--- src/hdl/ffa_pkg.sv ---
`timescale 1ns / 1ps
package ffa_pkg;

  localparam int GRANULES     = 65536;
  localparam int GRAN_W       = 16;
  localparam int SIZE_W       = GRAN_W + 1;
  localparam int SUM_W        = SIZE_W + 2;
  localparam int GRAN_SHIFT   = 4;
  localparam int HEADER_BYTES = 32;
  localparam int FOOTER_BYTES = 16;
  localparam int SPLIT_SLACK  = 32;
  localparam int REQ_W        = 21;
  localparam int NEED_W       = REQ_W + 1 - GRAN_SHIFT;
  localparam int ADDR_W       = 32;
  localparam int CNT_W        = 48;
  localparam int PADDR_W      = 3;
  localparam int SPLIT_GRAN   = (HEADER_BYTES + FOOTER_BYTES + SPLIT_SLACK) / 16;

  localparam logic [SIZE_W-1:0] NIL = SIZE_W'(GRANULES);

  localparam logic CMD_ALLOC = 1'b0;
  localparam logic CMD_FREE  = 1'b1;

  typedef enum logic [1:0] {
    STAT_DONE    = 2'd0,
    STAT_ZERO    = 2'd1,
    STAT_NOFIT   = 2'd2,
    STAT_IGNORED = 2'd3
  } stat_t;

  typedef struct packed {
    logic              free;
    logic [SIZE_W-1:0] size;
  } tag_t;

  typedef enum logic [4:0] {
    ST_CLEAR, ST_IDLE, ST_DECODE,
    ST_A_READ, ST_A_EVAL, ST_A_S1, ST_A_S2, ST_A_S3, ST_A_U1,
    ST_F_READ, ST_F_CHK, ST_F_NREAD, ST_F_NCHK, ST_F_PREAD, ST_F_PCHK0,
    ST_F_PCHK1, ST_F_PUSH1, ST_F_PUSH2, ST_DONE
  } state_t;

  typedef enum logic [4:0] {
    OP_NONE, OP_CLEAR, OP_LATCH, OP_DECODE,
    OP_A_READ, OP_A_NEXT, OP_A_TAKE, OP_A_S1, OP_A_S2, OP_A_S3, OP_A_U1,
    OP_F_READ, OP_F_CHK, OP_F_NREAD, OP_F_NMERGE, OP_F_PREAD1, OP_F_PMERGE,
    OP_F_PUSH1, OP_F_PUSH2
  } op_t;

  typedef struct packed {
    op_t  op;
    logic load_out;
  } dp_cmd_t;

  typedef struct packed {
    logic is_free;
    logic req_zero;
    logic free_bad;
    logic walk_end;
    logic fit;
    logic split;
    logic free_ok;
    logic nx_valid;
    logic nmerge;
    logic g_nonzero;
    logic prev_cand;
    logic pmerge;
    logic clear_last;
  } dp_stat_t;

endpackage

--- src/hdl/ffa_ctrl.sv ---
`timescale 1ns / 1ps
module ffa_ctrl (
  input  logic               clk,
  input  logic               rst,
  input  logic               in_valid,
  output logic               in_stall,
  output logic               out_valid,
  input  logic               out_stall,
  input  ffa_pkg::dp_stat_t  st,
  output ffa_pkg::dp_cmd_t   ctl
);

  ffa_pkg::state_t state, state_next;
  logic            out_free;

  assign out_free = !out_valid || !out_stall;
  assign in_stall = (state != ffa_pkg::ST_IDLE);

  always_ff @(posedge clk) begin
    if (rst) begin
      state     <= ffa_pkg::ST_CLEAR;
      out_valid <= 1'b0;
    end else begin
      state <= state_next;
      if (ctl.load_out)  out_valid <= 1'b1;
      else if (!out_stall) out_valid <= 1'b0;
    end
  end

  always_comb begin
    state_next   = state;
    ctl.op       = ffa_pkg::OP_NONE;
    ctl.load_out = 1'b0;
    unique case (state)
      ffa_pkg::ST_CLEAR: begin
        ctl.op = ffa_pkg::OP_CLEAR;
        if (st.clear_last) state_next = ffa_pkg::ST_IDLE;
      end
      ffa_pkg::ST_IDLE: begin
        if (in_valid) begin
          ctl.op     = ffa_pkg::OP_LATCH;
          state_next = ffa_pkg::ST_DECODE;
        end
      end
      ffa_pkg::ST_DECODE: begin
        ctl.op = ffa_pkg::OP_DECODE;
        if (st.is_free) state_next = st.free_bad ? ffa_pkg::ST_DONE : ffa_pkg::ST_F_READ;
        else            state_next = st.req_zero ? ffa_pkg::ST_DONE : ffa_pkg::ST_A_READ;
      end
      ffa_pkg::ST_A_READ: begin
        if (st.walk_end) begin
          state_next = ffa_pkg::ST_DONE;
        end else begin
          ctl.op     = ffa_pkg::OP_A_READ;
          state_next = ffa_pkg::ST_A_EVAL;
        end
      end
      ffa_pkg::ST_A_EVAL: begin
        if (st.fit) begin
          ctl.op     = ffa_pkg::OP_A_TAKE;
          state_next = st.split ? ffa_pkg::ST_A_S1 : ffa_pkg::ST_A_U1;
        end else begin
          ctl.op     = ffa_pkg::OP_A_NEXT;
          state_next = ffa_pkg::ST_A_READ;
        end
      end
      ffa_pkg::ST_A_S1: begin
        ctl.op     = ffa_pkg::OP_A_S1;
        state_next = ffa_pkg::ST_A_S2;
      end
      ffa_pkg::ST_A_S2: begin
        ctl.op     = ffa_pkg::OP_A_S2;
        state_next = ffa_pkg::ST_A_S3;
      end
      ffa_pkg::ST_A_S3: begin
        ctl.op     = ffa_pkg::OP_A_S3;
        state_next = ffa_pkg::ST_DONE;
      end
      ffa_pkg::ST_A_U1: begin
        ctl.op     = ffa_pkg::OP_A_U1;
        state_next = ffa_pkg::ST_DONE;
      end
      ffa_pkg::ST_F_READ: begin
        ctl.op     = ffa_pkg::OP_F_READ;
        state_next = ffa_pkg::ST_F_CHK;
      end
      ffa_pkg::ST_F_CHK: begin
        if (st.free_ok) begin
          ctl.op     = ffa_pkg::OP_F_CHK;
          state_next = ffa_pkg::ST_F_NREAD;
        end else begin
          state_next = ffa_pkg::ST_DONE;
        end
      end
      ffa_pkg::ST_F_NREAD: begin
        if (st.nx_valid) begin
          ctl.op     = ffa_pkg::OP_F_NREAD;
          state_next = ffa_pkg::ST_F_NCHK;
        end else begin
          state_next = ffa_pkg::ST_F_PREAD;
        end
      end
      ffa_pkg::ST_F_NCHK: begin
        if (st.nmerge) ctl.op = ffa_pkg::OP_F_NMERGE;
        state_next = ffa_pkg::ST_F_PREAD;
      end
      ffa_pkg::ST_F_PREAD: begin
        // The tail tag just below the block is read here.
        state_next = st.g_nonzero ? ffa_pkg::ST_F_PCHK0 : ffa_pkg::ST_F_PUSH1;
      end
      ffa_pkg::ST_F_PCHK0: begin
        if (st.prev_cand) begin
          ctl.op     = ffa_pkg::OP_F_PREAD1;
          state_next = ffa_pkg::ST_F_PCHK1;
        end else begin
          state_next = ffa_pkg::ST_F_PUSH1;
        end
      end
      ffa_pkg::ST_F_PCHK1: begin
        if (st.pmerge) ctl.op = ffa_pkg::OP_F_PMERGE;
        state_next = ffa_pkg::ST_F_PUSH1;
      end
      ffa_pkg::ST_F_PUSH1: begin
        ctl.op     = ffa_pkg::OP_F_PUSH1;
        state_next = ffa_pkg::ST_F_PUSH2;
      end
      ffa_pkg::ST_F_PUSH2: begin
        ctl.op     = ffa_pkg::OP_F_PUSH2;
        state_next = ffa_pkg::ST_DONE;
      end
      ffa_pkg::ST_DONE: begin
        if (out_free) begin
          ctl.load_out = 1'b1;
          state_next   = ffa_pkg::ST_IDLE;
        end
      end
      default: state_next = ffa_pkg::ST_IDLE;
    endcase
  end

  a_accept_decodes: assert property (@(posedge clk) disable iff (rst)
    (in_valid && !in_stall) |=> (state == ffa_pkg::ST_DECODE))
    else $error("accepted transaction did not reach decode");

  a_done_delivers: assert property (@(posedge clk) disable iff (rst)
    (state == ffa_pkg::ST_DONE && out_free) |=> (out_valid && state == ffa_pkg::ST_IDLE))
    else $error("finished transaction not presented");

  a_split_seq: assert property (@(posedge clk) disable iff (rst)
    (state == ffa_pkg::ST_A_S1) |=> (state == ffa_pkg::ST_A_S2) ##1 (state == ffa_pkg::ST_A_S3))
    else $error("split write sequence broken");

  a_walk_end: assert property (@(posedge clk) disable iff (rst)
    (state == ffa_pkg::ST_A_READ && st.walk_end) |=> (state == ffa_pkg::ST_DONE))
    else $error("walk did not stop at end of list");

endmodule

--- config.mk ---
export PLATFORM = sky130hd
export DESIGN_NAME = ffa_ctrl
export DESIGN_NICKNAME = d
export VERILOG_FILES = /design/src/hdl/ffa_pkg.sv /design/src/hdl/ffa_ctrl.sv
export SDC_FILE = /design/constraint.sdc
export NUM_CORES = 1
export LEC_CHECK = 0
export ABC_AREA = 1
export BUFFER_PORTS_ARGS = -buffer_cell sky130_fd_sc_hd__buf_2
export CAP_MARGIN = 20
export CORE_MARGIN = 2
export CORE_UTILIZATION = 45
export DETAILED_ROUTE_END_ITERATION = 8
export GPL_TIMING_DRIVEN = 0
export MAX_ROUTING_LAYER = met4
export PLACE_DENSITY_LB_ADDON = 0.2
export SLEW_MARGIN = 20
export SYNTH_ARGS = -nofsm -noshare
export SYNTH_HDL_FRONTEND = slang
export SYNTH_SLANG_ARGS = --single-unit
--- constraint.sdc ---
create_clock -name clk -period 1.83 [get_ports clk]
set_input_delay 0.183 -clock clk [delete_from_list [all_inputs] [get_ports clk]]
set_output_delay 0.183 -clock clk [all_outputs]
set_load 0.005 [all_outputs]
==> impl_metrics.toml <==
[outcome]
outcome = "complete, no violations"

[synth]
synth_top_area_cell = "nand2_1"
ys_async_sr_fraction_pct = 0
yosysSeqAreaShare_pct = 15.2
synth_cell_type_count = 24
synth_cells = 147
syn_area_um2 = 790
ys.flop_type = "dfxtp_1"
synthTopCellsByArea = "nand2_1, dfxtp_1, nor2_1"
synth_top_area_share_pct = 15.7
synth_commonest_cells = "nand2_1, nor2_1, inv_1, nand3_1, nand4_1"
synth_edf_count = 0
synth_area_per_cell_um2 = 5.37
ys_ff_latch = 6
yosysMostFrequentCell = "nand2_1"
syn_nets = 164
yosys_warnings = 0

[final_layout]
final_layout_size_suffix_gt1_share_pct = 32.8
antenna_cells = 0
n_fill_cell = 171
instances_no_fill = 191
nets = 193
syn_to_final_growth_pct = 26.8

[place]
place_congestion = 0.894
port_buffers = 24
dp_hpwl_um = 2000
dp.cells = 188

[global_routing]
antenna_found_initial = 0
grt_pass1_wl_um = 3710
grt_pass1_vias = 893
grt_use_total_pct = 24.8
grt_max_degree = 11
overflow = 0

[timing]
finalSetupViolations = 0
maxSlewViolCount = 0
slew_headroom_pct = 77.4
totalNegativeSetupSlack_ns = 0
fmax_ghz = 0.580
worst_pin_slew_ns = 0.339
timing.final.crit_period_ns = 1.72
post-route-period-util_pct = 94.2
timing.final.hold_violations = 0
fin_skew_ns = 0.0113
holdWs_ns = 0.179

[clocking]
cts_tree = "built"
clk_path_buf_depth = 2
numClockSinks = 6
h-tree-depth = 1
clkTransAtPathRegs_ns = 0.05
clk_latency_ns = 0.25
cts-root-buf = "clkbuf_4"
cts_setup_buffers = 0
cts-buffers-inserted = 3

[setup_path]
cp.required_ns = 1.65
crit_path_start_kind = "flip-flop"
path_class = "flip-flop to output port"
worstPathMaxFanout = 10
cp-end-kind = "output port"
cp.arrival_ns = 1.54

[flow_run]
maxCapViolCount = 0

[die]
start_util_pct = 46.7
ioPinCount = 25
dieArea_um2 = 2110
core_area_um2 = 1690
die_y_um = 45.9
die_w_um = 45.9
std_cell_rows = 15

[power_and_ir_drop]
p_leak_nw = 0.551
p_per_area_nw_per_um2 = 1030
p_seq_share_pct = 22.7
swShare_pct = 51.7
power_switching_uw = 534
p_clk_share_pct = 11.8
internal_power_uw = 499
vdd_drop_max_v = 0.000810
p_comb_share_pct = 65.5

[drt]
drt_iter0_drc = 56
drc = 0
first_pass_iters = 4
ant_nets = 0
viasPerCell = 5.63
wl_um = 2470
vias = 1075
wl_per_cell_um = 12.9

[worst_hold_path]
hold_path_class = "input port to flip-flop"
layout by cell type (no fill, tap or decap):
| master | n |
|---|---|
| a21oi_1 | 4 |
| a31o_2 | 1 |
| a31oi_1 | 2 |
| and3_1 | 1 |
| buf_2 | 24 |
| buf_4 | 1 |
| clkbuf_4 | 3 |
| dfxtp_1 | 1 |
| dfxtp_2 | 4 |
| dfxtp_4 | 1 |
| inv_1 | 17 |
| inv_2 | 4 |
| nand2_1 | 31 |
| nand2_2 | 4 |
| nand3_1 | 15 |
| nand3_2 | 1 |
| nand3b_1 | 1 |
| nand4_1 | 9 |
| nor2_1 | 23 |
| nor2_2 | 6 |
| nor2_4 | 4 |
| nor3_1 | 3 |
| nor3_2 | 1 |
| nor4_2 | 1 |
| o211ai_1 | 1 |
| o21a_1 | 1 |
| o21ai_0 | 5 |
| o22ai_1 | 3 |
| o31ai_2 | 1 |
| or2_2 | 1 |
area by class of cell:
type	instances	area [µm²]	area share, %
plain buffers	1	7.51	0.750
clock buffers	3	22.5	2.25
inverters	21	78.8	7.87
multi-input cells	119	622	62.1
flip-flops and latches	6	129	12.9
well taps	17	21.3	2.13
repair buffers	24	120	12.0
logic make-up (layout without fill, tap and decap cells):
| family | after synthesis | count (layout) | synth area share [%] |
|---|---|---|---|
| buffers and inverters | 22 | 49 | 10.6 |
| AOI/OAI and AO/OA | 18 | 18 | 14.3 |
| DFF | 6 | 6 | 15.2 |
| and+or+nand+nor | 101 | 101 | 59.9 |
repair_timing:
item,CTS,global route
pin swaps,0,1
hold buffers,0,0
setup endpoints to repair,3,4
resized for setup,2,17
worst max-delay path, stage by stage (launching register included):
cell and delay, ns:
dfxtp_4 0.39, inv_1 0.10, buf_4 0.19, nand4_1 0.16
nand2_1 0.09, nor3_2 0.13, nand4_1 0.10, buf_2 0.14
power by group through the flow:
stage          Sequential [mW]  Combinational [mW]  Clock [mW]
2_1_floorplan            0.212               0.454           0
3_3_place_gp             0.223               0.629           0
3_5_place_dp             0.223               0.635           0
4_1_cts                  0.224               0.638       0.125
5_1_grt                  0.242               0.749       0.137
6_report                 0.235               0.676       0.122
state kept, by name, indices dropped and copies added, names as in the netlist:
name,count
state,5
out_valid,1
per-stage QoR:
step | total power [mW] | instance area, µm² | setup slack, ns | utilization [%]
2_1_floorplan | 0.666 | 790 | 0.510 | -
5_1_grt | 1.13 | 1000 | -0.00189 | 59.3
3_3_place_gp | 0.852 | 931 | 0.225 | 55.1
3_5_place_dp | 0.858 | 931 | 0.224 | 55.1
4_1_cts | 0.987 | 956 | 0.0151 | 56.6
6_report | 1.03 | 1000 | 0.106 | 59.3
final timing paths:
| kind | from | endpoint | slack, ns | cells after the start |
|---|---|---|---|---|
| hold reg to reg | out_valid$_SDFFE_PP0P_ | out_valid$_SDFFE_PP0P_ | 0.50 | 2 |
| setup reg to reg | state[0]$_SDFFE_PP0P_ | state[0]$_SDFFE_PP0P_ | 0.40 | 7 |
| setup / recovery | state[4]$_SDFFE_PP0P_ | ctl[4] | 0.11 | 7 |
| hold / removal | rst | out_valid$_SDFFE_PP0P_ | 0.18 | 2 |
layer usage:
| layer | global-route usage, % | wire length [µm] |
|---|---|---|
| met1 | 32.9 | 1030 |
| met2 | 38.9 | 1160 |
| met3 | 4.76 | 269 |
| met4 | 4.57 | 16 |
| met5 | - | 0 |
Note: power is estimated with default switching activity, not from simulation.
